## src/rtl/core/yuv_saturation_adjust_macros.svh

```systemverilog
// assertion macros shared by the saturation adjust rtl
`ifndef YUV_SATURATION_ADJUST_MACROS_SVH
`define YUV_SATURATION_ADJUST_MACROS_SVH

// same-cycle implication, clocked on clk, off while rst_n is low
`define YSA_ASSERT_IMPL(lbl, ante, cons) \
  lbl: assert property (@(posedge clk) disable iff (!rst_n) (ante) |-> (cons)) \
    else $error("yuv saturation adjust: implication failed");

// next-cycle implication
`define YSA_ASSERT_NEXT(lbl, ante, cons) \
  lbl: assert property (@(posedge clk) disable iff (!rst_n) (ante) |=> (cons)) \
    else $error("yuv saturation adjust: next-cycle check failed");

// fixed-delay implication
`define YSA_ASSERT_DELAY(lbl, ante, n, cons) \
  lbl: assert property (@(posedge clk) disable iff (!rst_n) (ante) |-> ##n (cons)) \
    else $error("yuv saturation adjust: latency check failed");

`endif

```

## src/rtl/core/yuvsat_pkg.sv

```systemverilog
// constants, widths and coefficient helper for the saturation adjust pipeline
package yuvsat_pkg;

  // pixel channel format
  localparam int PIX_BITS = 8;
  localparam logic [PIX_BITS-1:0] PIX_MAX = '1;

  // chroma gain, unsigned q4.8
  localparam int GAIN_BITS = 12;
  localparam int GAIN_FRAC = 8;
  localparam logic [GAIN_BITS-1:0] GAIN_RESET = 12'd256;

  // register port
  localparam int ADDR_BITS = 3;
  localparam int DATA_BITS = 32;
  localparam logic REG_IDX_GAIN = 1'b0;

  // signed width of y, u and v with f fraction bits
  function automatic int yuv_w(input int f);
    return PIX_BITS + f + 2;
  endfunction

  // width of u and v after the gain
  function automatic int gain_w(input int f);
    return yuv_w(f) + GAIN_BITS + 1;
  endfunction

  // width of the inverse matrix sums
  function automatic int sum_w(input int f);
    return 2 * f + PIX_BITS + GAIN_BITS + 6;
  endfunction

  // coefficient in thousandths scaled by 2^f, rounded half away from zero
  function automatic int coef(input int milli, input int f);
    int scaled;
    scaled = milli * (1 << f);
    if (milli >= 0) begin
      return (scaled + 500) / 1000;
    end
    return (scaled - 500) / 1000;
  endfunction

endpackage

```

## src/rtl/core/yuvsat_cfg.sv

```systemverilog
// register port holding the chroma gain
module yuvsat_cfg (
  input  logic                            clk,
  input  logic                            rst_n,
  input  logic                            psel,
  input  logic                            penable,
  input  logic                            pwrite,
  input  logic [yuvsat_pkg::ADDR_BITS-1:0] paddr,
  input  logic [yuvsat_pkg::DATA_BITS-1:0] pwdata,
  output logic [yuvsat_pkg::DATA_BITS-1:0] prdata,
  output logic                            pready,
  output logic [yuvsat_pkg::GAIN_BITS-1:0] gain_o
);
  import yuvsat_pkg::*;

  `include "yuv_saturation_adjust_macros.svh"

  logic                 wr_en;
  logic                 reg_idx;
  logic [GAIN_BITS-1:0] gain_r;
  logic [GAIN_BITS-1:0] gain_nxt;

  assign pready  = 1'b1;
  assign reg_idx = paddr[ADDR_BITS-1];
  assign wr_en   = psel && penable && pwrite && pready;

  // write decode
  always_comb begin
    gain_nxt = gain_r;
    if (wr_en && (reg_idx == REG_IDX_GAIN)) begin
      gain_nxt = pwdata[GAIN_BITS-1:0];
    end
  end

  always_ff @(posedge clk) begin
    if (!rst_n) begin
      gain_r <= GAIN_RESET;
    end else begin
      gain_r <= gain_nxt;
    end
  end

  // read mux
  always_comb begin
    unique case (reg_idx)
      REG_IDX_GAIN: prdata = DATA_BITS'(gain_r);
      default:      prdata = '0;
    endcase
  end

  assign gain_o = gain_r;

  `YSA_ASSERT_NEXT(a_gain_write, wr_en && (reg_idx == REG_IDX_GAIN),
                   gain_r == $past(pwdata[GAIN_BITS-1:0]))

endmodule

```

## src/rtl/core/yuvsat_fwd.sv

```systemverilog
// stage one: forward rgb to yuv matrix
module yuvsat_fwd #(
  parameter  int COEF_FRAC_BITS = 12,
  localparam int YUV_W          = yuvsat_pkg::yuv_w(COEF_FRAC_BITS)
) (
  input  logic                            clk,
  input  logic                            rst_n,
  input  logic                            vld_i,
  input  logic [yuvsat_pkg::PIX_BITS-1:0] red_i,
  input  logic [yuvsat_pkg::PIX_BITS-1:0] green_i,
  input  logic [yuvsat_pkg::PIX_BITS-1:0] blue_i,
  output logic                            vld_o,
  output logic signed [YUV_W-1:0]         y_o,
  output logic signed [YUV_W-1:0]         u_o,
  output logic signed [YUV_W-1:0]         v_o
);
  import yuvsat_pkg::*;

  localparam logic signed [YUV_W-1:0] C_YR = YUV_W'(coef(299, COEF_FRAC_BITS));
  localparam logic signed [YUV_W-1:0] C_YG = YUV_W'(coef(587, COEF_FRAC_BITS));
  localparam logic signed [YUV_W-1:0] C_YB = YUV_W'(coef(114, COEF_FRAC_BITS));
  localparam logic signed [YUV_W-1:0] C_UR = YUV_W'(coef(-147, COEF_FRAC_BITS));
  localparam logic signed [YUV_W-1:0] C_UG = YUV_W'(coef(-289, COEF_FRAC_BITS));
  localparam logic signed [YUV_W-1:0] C_UB = YUV_W'(coef(436, COEF_FRAC_BITS));
  localparam logic signed [YUV_W-1:0] C_VR = YUV_W'(coef(615, COEF_FRAC_BITS));
  localparam logic signed [YUV_W-1:0] C_VG = YUV_W'(coef(-515, COEF_FRAC_BITS));
  localparam logic signed [YUV_W-1:0] C_VB = YUV_W'(coef(-100, COEF_FRAC_BITS));

  logic signed [YUV_W-1:0] r_s, g_s, b_s;
  logic signed [YUV_W-1:0] y_nxt, u_nxt, v_nxt;
  logic signed [YUV_W-1:0] y_r, u_r, v_r;
  logic                    vld_r;

  // pixels as positive signed values
  assign r_s = signed'(YUV_W'(red_i));
  assign g_s = signed'(YUV_W'(green_i));
  assign b_s = signed'(YUV_W'(blue_i));

  // constant-coefficient dot products
  assign y_nxt = C_YR * r_s + C_YG * g_s + C_YB * b_s;
  assign u_nxt = C_UR * r_s + C_UG * g_s + C_UB * b_s;
  assign v_nxt = C_VR * r_s + C_VG * g_s + C_VB * b_s;

  always_ff @(posedge clk) begin
    if (!rst_n) begin
      vld_r <= 1'b0;
    end else begin
      vld_r <= vld_i;
    end
  end

  always_ff @(posedge clk) begin
    y_r <= y_nxt;
    u_r <= u_nxt;
    v_r <= v_nxt;
  end

  assign vld_o = vld_r;
  assign y_o   = y_r;
  assign u_o   = u_r;
  assign v_o   = v_r;

endmodule

```

## src/rtl/core/yuvsat_gain.sv

```systemverilog
// stage two: chroma times saturation gain
module yuvsat_gain #(
  parameter  int COEF_FRAC_BITS = 12,
  localparam int YUV_W          = yuvsat_pkg::yuv_w(COEF_FRAC_BITS),
  localparam int GAIN_W         = yuvsat_pkg::gain_w(COEF_FRAC_BITS)
) (
  input  logic                             clk,
  input  logic                             rst_n,
  input  logic                             vld_i,
  input  logic [yuvsat_pkg::GAIN_BITS-1:0] gain_i,
  input  logic signed [YUV_W-1:0]          y_i,
  input  logic signed [YUV_W-1:0]          u_i,
  input  logic signed [YUV_W-1:0]          v_i,
  output logic                             vld_o,
  output logic signed [YUV_W-1:0]          y_o,
  output logic signed [GAIN_W-1:0]         u_o,
  output logic signed [GAIN_W-1:0]         v_o
);
  import yuvsat_pkg::*;

  logic signed [GAIN_W-1:0] k_s;
  logic signed [GAIN_W-1:0] u_nxt, v_nxt;
  logic signed [GAIN_W-1:0] u_r, v_r;
  logic signed [YUV_W-1:0]  y_r;
  logic                     vld_r;

  // gain is unsigned, so zero extend before the signed multiply
  assign k_s   = signed'(GAIN_W'(gain_i));
  assign u_nxt = GAIN_W'(u_i) * k_s;
  assign v_nxt = GAIN_W'(v_i) * k_s;

  always_ff @(posedge clk) begin
    if (!rst_n) begin
      vld_r <= 1'b0;
    end else begin
      vld_r <= vld_i;
    end
  end

  always_ff @(posedge clk) begin
    y_r <= y_i;
    u_r <= u_nxt;
    v_r <= v_nxt;
  end

  assign vld_o = vld_r;
  assign y_o   = y_r;
  assign u_o   = u_r;
  assign v_o   = v_r;

endmodule

```

## src/rtl/core/yuvsat_inv.sv

```systemverilog
// stage three: inverse yuv to rgb matrix at full precision
module yuvsat_inv #(
  parameter  int COEF_FRAC_BITS = 12,
  localparam int YUV_W          = yuvsat_pkg::yuv_w(COEF_FRAC_BITS),
  localparam int GAIN_W         = yuvsat_pkg::gain_w(COEF_FRAC_BITS),
  localparam int SUM_W          = yuvsat_pkg::sum_w(COEF_FRAC_BITS)
) (
  input  logic                     clk,
  input  logic                     rst_n,
  input  logic                     vld_i,
  input  logic signed [YUV_W-1:0]  y_i,
  input  logic signed [GAIN_W-1:0] u_i,
  input  logic signed [GAIN_W-1:0] v_i,
  output logic                     vld_o,
  output logic signed [SUM_W-1:0]  red_o,
  output logic signed [SUM_W-1:0]  green_o,
  output logic signed [SUM_W-1:0]  blue_o
);
  import yuvsat_pkg::*;

  localparam int Y_SHIFT = COEF_FRAC_BITS + GAIN_FRAC;

  localparam logic signed [SUM_W-1:0] C_RV = SUM_W'(coef(1140, COEF_FRAC_BITS));
  localparam logic signed [SUM_W-1:0] C_GU = SUM_W'(coef(-395, COEF_FRAC_BITS));
  localparam logic signed [SUM_W-1:0] C_GV = SUM_W'(coef(-581, COEF_FRAC_BITS));
  localparam logic signed [SUM_W-1:0] C_BU = SUM_W'(coef(2032, COEF_FRAC_BITS));

  logic signed [SUM_W-1:0] ys, u_s, v_s;
  logic signed [SUM_W-1:0] red_nxt, green_nxt, blue_nxt;
  logic signed [SUM_W-1:0] red_r, green_r, blue_r;
  logic                    vld_r;

  // bring y up to the fraction point of the chroma products
  assign ys  = SUM_W'(y_i) <<< Y_SHIFT;
  assign u_s = SUM_W'(u_i);
  assign v_s = SUM_W'(v_i);

  assign red_nxt   = ys + C_RV * v_s;
  assign green_nxt = ys + C_GU * u_s + C_GV * v_s;
  assign blue_nxt  = ys + C_BU * u_s;

  always_ff @(posedge clk) begin
    if (!rst_n) begin
      vld_r <= 1'b0;
    end else begin
      vld_r <= vld_i;
    end
  end

  always_ff @(posedge clk) begin
    red_r   <= red_nxt;
    green_r <= green_nxt;
    blue_r  <= blue_nxt;
  end

  assign vld_o   = vld_r;
  assign red_o   = red_r;
  assign green_o = green_r;
  assign blue_o  = blue_r;

endmodule

```

## src/rtl/core/yuvsat_clamp.sv

```systemverilog
// stage four: round to nearest, saturate to pixel range, output registers
module yuvsat_clamp #(
  parameter  int COEF_FRAC_BITS = 12,
  localparam int SUM_W          = yuvsat_pkg::sum_w(COEF_FRAC_BITS)
) (
  input  logic                            clk,
  input  logic                            rst_n,
  input  logic                            vld_i,
  input  logic signed [SUM_W-1:0]         red_i,
  input  logic signed [SUM_W-1:0]         green_i,
  input  logic signed [SUM_W-1:0]         blue_i,
  output logic                            vld_o,
  output logic [yuvsat_pkg::PIX_BITS-1:0] red_o,
  output logic [yuvsat_pkg::PIX_BITS-1:0] green_o,
  output logic [yuvsat_pkg::PIX_BITS-1:0] blue_o,
  output logic                            clip_o
);
  import yuvsat_pkg::*;

  localparam int OUT_SHIFT = 2 * COEF_FRAC_BITS + GAIN_FRAC;
  localparam logic signed [SUM_W-1:0] HALF =
    {{(SUM_W - OUT_SHIFT){1'b0}}, 1'b1, {(OUT_SHIFT - 1){1'b0}}};
  localparam logic signed [SUM_W-1:0] MAX_S = signed'(SUM_W'(PIX_MAX));

  // round half up, then clamp; msb of the result is the clip flag
  function automatic logic [PIX_BITS:0] round_clamp(input logic signed [SUM_W-1:0] val);
    logic signed [SUM_W-1:0] biased;
    logic signed [SUM_W-1:0] rounded;
    biased  = val + HALF;
    rounded = biased >>> OUT_SHIFT;
    if (rounded < 0) begin
      return {1'b1, {PIX_BITS{1'b0}}};
    end
    if (rounded > MAX_S) begin
      return {1'b1, PIX_MAX};
    end
    return {1'b0, rounded[PIX_BITS-1:0]};
  endfunction

  logic [PIX_BITS:0]   red_c, green_c, blue_c;
  logic [PIX_BITS-1:0] red_r, green_r, blue_r;
  logic                clip_r;
  logic                clip_nxt;
  logic                vld_r;

  assign red_c    = round_clamp(red_i);
  assign green_c  = round_clamp(green_i);
  assign blue_c   = round_clamp(blue_i);
  assign clip_nxt = red_c[PIX_BITS] | green_c[PIX_BITS] | blue_c[PIX_BITS];

  always_ff @(posedge clk) begin
    if (!rst_n) begin
      vld_r <= 1'b0;
    end else begin
      vld_r <= vld_i;
    end
  end

  always_ff @(posedge clk) begin
    red_r   <= red_c[PIX_BITS-1:0];
    green_r <= green_c[PIX_BITS-1:0];
    blue_r  <= blue_c[PIX_BITS-1:0];
    clip_r  <= clip_nxt;
  end

  assign vld_o   = vld_r;
  assign red_o   = red_r;
  assign green_o = green_r;
  assign blue_o  = blue_r;
  assign clip_o  = clip_r;

endmodule

```

## src/rtl/core/yuv_saturation_adjust.sv

```systemverilog
// top level of the rgb saturation adjust pipeline
//
// Usage
//   Input channel: drive in_red, in_green and in_blue and raise start; the
//   item is taken at the clock edge where start is high and busy is low.
//   busy is held low, so one pixel can be taken on every clock.
//   Result channel: out_valid is high for exactly one cycle with out_red,
//   out_green, out_blue and out_clipped; the receiver cannot stall, so the
//   result must be captured at the edge that ends that cycle.
//   Each item taken passes through four register stages (forward matrix,
//   gain multiply, inverse matrix, round and clamp) before it is on the
//   outputs. Throughput is one item per cycle; each of the stages takes a
//   new item every clock.
//   Register port: chroma gain at byte address 0, unsigned q4.8, reset to
//   1.0. Write it only while no items are in flight.
//   Reset (rst_n low, synchronous) clears all stage valid bits, so nothing
//   in flight is delivered, and sets the gain back to 1.0.
module yuv_saturation_adjust #(
  parameter int COEF_FRAC_BITS = 12
) (
  input  logic                             clk,
  input  logic                             rst_n,
  // input channel
  input  logic                             start,
  output logic                             busy,
  input  logic [yuvsat_pkg::PIX_BITS-1:0]  in_red,
  input  logic [yuvsat_pkg::PIX_BITS-1:0]  in_green,
  input  logic [yuvsat_pkg::PIX_BITS-1:0]  in_blue,
  // result channel
  output logic                             out_valid,
  output logic [yuvsat_pkg::PIX_BITS-1:0]  out_red,
  output logic [yuvsat_pkg::PIX_BITS-1:0]  out_green,
  output logic [yuvsat_pkg::PIX_BITS-1:0]  out_blue,
  output logic                             out_clipped,
  // register port
  input  logic                             psel,
  input  logic                             penable,
  input  logic                             pwrite,
  input  logic [yuvsat_pkg::ADDR_BITS-1:0] paddr,
  input  logic [yuvsat_pkg::DATA_BITS-1:0] pwdata,
  output logic [yuvsat_pkg::DATA_BITS-1:0] prdata,
  output logic                             pready
);
  import yuvsat_pkg::*;

  `include "yuv_saturation_adjust_macros.svh"

  localparam int YUV_W  = yuv_w(COEF_FRAC_BITS);
  localparam int GAIN_W = gain_w(COEF_FRAC_BITS);
  localparam int SUM_W  = sum_w(COEF_FRAC_BITS);

  logic                 in_take;
  logic [GAIN_BITS-1:0] gain;

  logic                    s1_vld;
  logic signed [YUV_W-1:0] s1_y, s1_u, s1_v;

  logic                     s2_vld;
  logic signed [YUV_W-1:0]  s2_y;
  logic signed [GAIN_W-1:0] s2_u, s2_v;

  logic                    s3_vld;
  logic signed [SUM_W-1:0] s3_red, s3_green, s3_blue;

  // the pipeline never stalls
  assign busy    = 1'b0;
  assign in_take = start && !busy;

  yuvsat_cfg u_cfg (
    .clk     (clk),
    .rst_n   (rst_n),
    .psel    (psel),
    .penable (penable),
    .pwrite  (pwrite),
    .paddr   (paddr),
    .pwdata  (pwdata),
    .prdata  (prdata),
    .pready  (pready),
    .gain_o  (gain)
  );

  yuvsat_fwd #(.COEF_FRAC_BITS(COEF_FRAC_BITS)) u_fwd (
    .clk     (clk),
    .rst_n   (rst_n),
    .vld_i   (in_take),
    .red_i   (in_red),
    .green_i (in_green),
    .blue_i  (in_blue),
    .vld_o   (s1_vld),
    .y_o     (s1_y),
    .u_o     (s1_u),
    .v_o     (s1_v)
  );

  yuvsat_gain #(.COEF_FRAC_BITS(COEF_FRAC_BITS)) u_gain (
    .clk    (clk),
    .rst_n  (rst_n),
    .vld_i  (s1_vld),
    .gain_i (gain),
    .y_i    (s1_y),
    .u_i    (s1_u),
    .v_i    (s1_v),
    .vld_o  (s2_vld),
    .y_o    (s2_y),
    .u_o    (s2_u),
    .v_o    (s2_v)
  );

  yuvsat_inv #(.COEF_FRAC_BITS(COEF_FRAC_BITS)) u_inv (
    .clk     (clk),
    .rst_n   (rst_n),
    .vld_i   (s2_vld),
    .y_i     (s2_y),
    .u_i     (s2_u),
    .v_i     (s2_v),
    .vld_o   (s3_vld),
    .red_o   (s3_red),
    .green_o (s3_green),
    .blue_o  (s3_blue)
  );

  yuvsat_clamp #(.COEF_FRAC_BITS(COEF_FRAC_BITS)) u_clamp (
    .clk     (clk),
    .rst_n   (rst_n),
    .vld_i   (s3_vld),
    .red_i   (s3_red),
    .green_i (s3_green),
    .blue_i  (s3_blue),
    .vld_o   (out_valid),
    .red_o   (out_red),
    .green_o (out_green),
    .blue_o  (out_blue),
    .clip_o  (out_clipped)
  );

  // every item taken comes out on the result channel, and nothing else does
  `YSA_ASSERT_DELAY(a_item_latency, in_take, 4, out_valid)
  `YSA_ASSERT_IMPL(a_no_spurious_result, out_valid, $past(in_take, 4))
  `YSA_ASSERT_IMPL(a_stage_chain, s3_vld, $past(s1_vld, 2))

endmodule
```

## config.mk

```make
export PLATFORM = sky130hd
export DESIGN_NAME = yuv_saturation_adjust
export DESIGN_NICKNAME = d
export VERILOG_FILES = /design/src/rtl/core/yuvsat_pkg.sv /design/src/rtl/core/yuvsat_cfg.sv /design/src/rtl/core/yuvsat_fwd.sv /design/src/rtl/core/yuvsat_gain.sv /design/src/rtl/core/yuvsat_inv.sv /design/src/rtl/core/yuvsat_clamp.sv /design/src/rtl/core/yuv_saturation_adjust.sv
export VERILOG_INCLUDE_DIRS = /design/src /design/src/rtl/core
export SDC_FILE = /design/constraint.sdc
export NUM_CORES = 2
export LEC_CHECK = 0
export BUFFER_PORTS_ARGS = -buffer_cell sky130_fd_sc_hd__buf_2
export CORE_ASPECT_RATIO = 1.25
export CORE_UTILIZATION = 54
export CTS_BUF_LIST = sky130_fd_sc_hd__clkbuf_16
export CTS_CLUSTER_SIZE = 20
export DETAILED_ROUTE_END_ITERATION = 6
export GPL_TIMING_DRIVEN = 0
export PLACE_DENSITY = 0.75
export SYNTH_ARGS = -nofsm -noshare
export SYNTH_HDL_FRONTEND = slang
export SYNTH_HIERARCHICAL = 1
export SYNTH_SLANG_ARGS = --single-unit
```

## constraint.sdc

```tcl
create_clock -name clk -period 12.48 [get_ports clk]
set_input_delay 1.872 -clock clk [delete_from_list [all_inputs] [get_ports clk]]
set_output_delay 1.872 -clock clk [all_outputs]
set_load 0.01 [all_outputs]
```

# After elaboration in Yosys (flattened, before gate mapping)
# Cells that the tools add are included.
# word_totals
word_cells,80
inputBits,65
out_inout_bits,60
reg_bits,349
# op_classes
bitwise,3
reduce_logical,3
muxes,22
magnitude_cmp,6
multipliers,15
n_addsub,13
# op_table
operator,n
50-bit by 33-bit adder with 50-bit output (second input constant),3
22-bit adder,6
9-bit 2-to-1 mux,12
11-bit by 35-bit multiplier with 46-bit output (first input constant),2
22-bit by 13-bit multiplier with 35-bit output,2
18-bit by 9-bit greater-than comparator with 1-bit output (second input constant),3
18-bit by 1-bit less-than comparator with 1-bit output (second input constant),3
42-bit by 49-bit adder with 50-bit output,1
42-bit by 50-bit adder with 50-bit output,1
50-bit adder,1
15-bit by 35-bit multiplier with 50-bit output (first input constant),1
14-bit by 35-bit multiplier with 49-bit output (first input constant),1
42-bit by 47-bit adder with 48-bit output,1
10-bit by 8-bit multiplier with 18-bit output (first input constant),2
13-bit by 9-bit multiplier with 22-bit output (first input constant),1
12-bit by 8-bit multiplier with 20-bit output (first input constant),1
10-bit by 9-bit multiplier with 19-bit output (first input constant),1
11-bit by 8-bit multiplier with 19-bit output (first input constant),1
9-bit by 9-bit multiplier with 18-bit output (first input constant),1
9-bit by 8-bit multiplier with 17-bit output (first input constant),1
7-bit by 9-bit multiplier with 16-bit output (first input constant),1
12-bit 2-to-1 mux,1
1-bit 2-to-1 mux,9
1-bit logical AND,3
other kinds (2),3

# Logic depth before layout (Yosys ltp)
# logic_depth
word_depth,8
ltp_mapped,36
ltp_nobuf,35

# Hierarchy
# Netlist, hierarchy kept.
# by_module_without_submodules
mod,cells_per_inst,n_inst,seq_area_each_um2,area_per_inst_um2
yuvsat_inv,4233,1,2962.8,38946.1
yuvsat_gain,2371,1,1861.8,21262.9
yuvsat_fwd,2040,1,1301.2,18890.6
yuvsat_clamp,203,1,520.5,1666.6
yuvsat_cfg,89,1,240.2,747.0
yuv_saturation_adjust,2,1,0.0,11.3

# Worst setup path before layout
# No wires, ideal clock.
# synth_timing
path_type,input to register
from,input port in_green[2] in the netlist's numbering
to,"register u_fwd.y_r[19], in the netlist u_fwd/y_o[19]"
t_required_ns,12.344
slack_ns,3.849
t_arrival_ns,8.495
setup_ns,0.136
path_buffers,0
path_stages,28
cell_sequence,ha_1 > ha_1 > fa_1 > ha_1 > fa_1 > a21o_1 > a21oi_1 > xnor2_1 > ha_1 > inv_1 > fa_1 > inv_1 > fa_1 > inv_1 > fa_1 > inv_1 > ha_1 > nand4_1 > a21oi_1 > nor2_1 > xnor2_1 > ha_1 > a21o_1 > a21o_1 > or3_1 > o31ai_1 > or3_4 > xor2_1
# synth_via
elab_chain_cells,3
# synth_lines
element,line,rtl
from (decl),yuv_saturation_adjust.sv:27,"input logic [yuvsat_pkg::PIX_BITS-1:0] in_green,"
10-bit by 8-bit multiplier with 18-bit output,yuvsat_fwd.sv:40,assign y_nxt = C_YR * r_s + C_YG * g_s + C_YB * b_s;
22-bit adder (2 in a row),yuvsat_fwd.sv:40,
net u_fwd.y_nxt[19],yuvsat_fwd.sv:30,"logic signed [YUV_W-1:0] y_nxt, u_nxt, v_nxt;"
to (signal assigned),yuvsat_fwd.sv:53,y_r <= y_nxt;
to (decl),yuvsat_fwd.sv:31,"logic signed [YUV_W-1:0] y_r, u_r, v_r;"
# The timed path passes the listed nets, and every way through them passes these cells.
# A chain may end at the register's enable or synchronous reset.

# Worst setup path in the final report
# layout_timing
from,"register u_gain.v_r[11], in the netlist u_gain/v_o[11]"
to,"register u_inv.green_r[47], in the netlist u_inv/green_o[47]"
# layout_via
elab_chain_cells,2
# layout_lines
element,line,rtl
from (decl),yuvsat_gain.sv:23,"logic signed [GAIN_W-1:0] u_r, v_r;"
from (signal assigned),yuvsat_gain.sv:43,v_r <= v_nxt;
11-bit by 35-bit multiplier with 46-bit output,yuvsat_inv.sv:39,assign green_nxt = ys + C_GU * u_s + C_GV * v_s;
50-bit adder,yuvsat_inv.sv:39,
net u_inv.green_nxt[47],yuvsat_inv.sv:29,"logic signed [SUM_W-1:0] red_nxt, green_nxt, blue_nxt;"
to (signal assigned),yuvsat_inv.sv:52,green_r <= green_nxt;
to (decl),yuvsat_inv.sv:30,"logic signed [SUM_W-1:0] red_r, green_r, blue_r;"
# The timed path passes the listed nets, and every way through them passes these cells.

==> results.cfg <==
[die]
num_rows = 156
dieArea_um2 = 147000
design.core.area_um2 = 144000
boundaryPins = 125
die_y_um = 428
initial_core_util_pct = 54.3
die_w_um = 343

[global_route]
grt_pass1_wl_um = 328000
grt_max_degree = 29
grt_use_total_pct = 28.6
grt_pass1_vias = 62710
antenna_found_initial = 11
grt.overflow.total = 0

[routing]
drc = 0
wl_um = 205000
post_drt_wl_per_cell_um = 19.1
final_antenna_net_count = 0
dr_total_vias = 58232
vias_per_cell = 5.43
dr.pass1.iters = 6
drtIter0Drc = 3035

[synthesis]
ys_warn_count = 6
synth_area_um2 = 78400
syn_area_per_cell_um2 = 9.06
syn_inst = 8653

[setup_path]
critPathBufInv = 6
worstSetupEndpointType = flip-flop
ff2ff_setup_slack_ns = 2.55
slowest_delay_ns = 0.90
cp_max_fo = 12
cp_data_required_time_ns = 12.95
cp_slowest_cell = dfxtp_1
startpoint_type = flip-flop
arrival_ns = 10.40
cp_top_family = compound AO/OA/AOI/OAI gates
path_class = reg -> reg

[layout]
final_layout_size_suffix_gt1_share_pct = 2.96
fin_nets = 11577
syn_to_final_growth_pct = 5.26
final_cells = 10716

[job]
drv_cap = 0

[clock_network]
htree_levels = 2
tritoncts = yes
cts_sinks = 253
cts_setup_buffers = 0
cts_resized = 0
cts_made_buffers = 34
clkLatencyLatePin_ns = 0.59
clock_path_buffers = 3
cts_root_buf = clkbuf_16
hold_buffers = 0
path_clk_slew_ns = 0.08

[placement]
place_hpwl_um = 178000
dp.cells = 10651
port_buffers = 80
place_congestion = 1.01

[timing]
maxSlewViolCount = 0
rsz0062_at_grt = no
worst_slew_pin_slew_ns = 1.41
min_period_ns = 9.93
clock_skew_ns = 0.0340
timing.final.setup_violations = 0
setup_tns_ns = 0
fin_crit_sh_pct = 79.6
max-slew-margin-rel_pct = 5.18
fmax_ghz = 0.101
hold_viol = 0

[status]
outcome = completed

[min_path]
hold_path_class = reg -> reg
==> worst reg2reg max path, delay by kind of cell, from the launching register on <==
family / cells / cell delay (ns)
AOI/OAI and AO/OA: 10 / 3.46
adders and majority gates: 8 / 3.27
and+or+nand+nor: 3 / 1.16
buffers and inverters: 6 / 0.91
DFF: 1 / 0.90
xor gates and xnor gates: 1 / 0.14
==> sequential cells by signal, indices dropped and copies added, names as in the netlist <==
name	cells
u_cfg/gain_o	12
u_clamp/blue_o	8
u_clamp/clip_o	1
u_clamp/green_o	8
u_clamp/red_o	8
u_clamp/vld_o	1
u_fwd/u_o	21
u_fwd/v_o	22
u_fwd/vld_o	1
u_fwd/y_o	21
u_gain/u_o	35
u_gain/v_o	35
u_gain/vld_o	1
u_gain/y_o	22
u_inv/blue_o	19
u_inv/green_o	18
u_inv/red_o	19
u_inv/vld_o	1
==> cell type report <==
| type | count | area (µm²) |
|---|---|---|
| Fill cell | 12866 | 61900 |
| Clock inverter | 25 | 299 |
| Multi-Input combinational cell | 5820 | 63500 |
| Clock buffer | 37 | 926 |
| Antenna cell | 2 | 5.00 |
| Sequential cell | 253 | 5070 |
| Timing Repair Buffer | 84 | 445 |
| Buffer | 188 | 836 |
| Inverter | 2411 | 9050 |
| Tap cell | 1896 | 2370 |
==> path summary, 6_finish.rpt <==
check,from,endpoint,cells after the start
setup reg to reg,u_gain/v_o[11],u_inv/green_o[47],28
hold reg to reg,u_fwd/y_o[21],u_gain/y_o[21],0
hold / removal,u_fwd/y_o[21],u_gain/y_o[21],0
setup / recovery,u_gain/v_o[11],u_inv/green_o[47],28
==> cell usage in the layout (no fill, tap or decap), types with 145 or more instances in the layout <==
cell,n
a21o_1,194
a21oi_1,376
and2_1,299
clkbuf_1,153
dfxtp_1,252
fa_1,1401
ha_1,1319
inv_1,2411
nand2_1,478
nor2_1,220
xnor2_1,238
xor2_1,145
==> metrics by stage <==
step,hold WS [ns],area [µm²],worst slack (ns),util (%)
6_report,0.306,82500,2.55,57.2
5_1_grt,0.321,82500,2.20,57.1
4_1_cts,0.307,82500,2.63,57.1
3_5_place_dp,0.313,81300,2.60,56.3
3_3_place_gp,0.310,81300,2.62,56.3
2_1_floorplan,0.310,78500,3.85,-
==> routing by layer <==
metal	vias to the layer above	global-route usage, %	wire, µm
met5	-	0	13
met4	2	16.7	13900
met3	540	3.37	10200
met2	1638	51.2	104000
met1	28908	32.7	76800
li1	27144	-	-
Power is left out: the tool's default activity adds up to more than one toggle a clock period on the data nets, which glitch-free logic cannot reach.
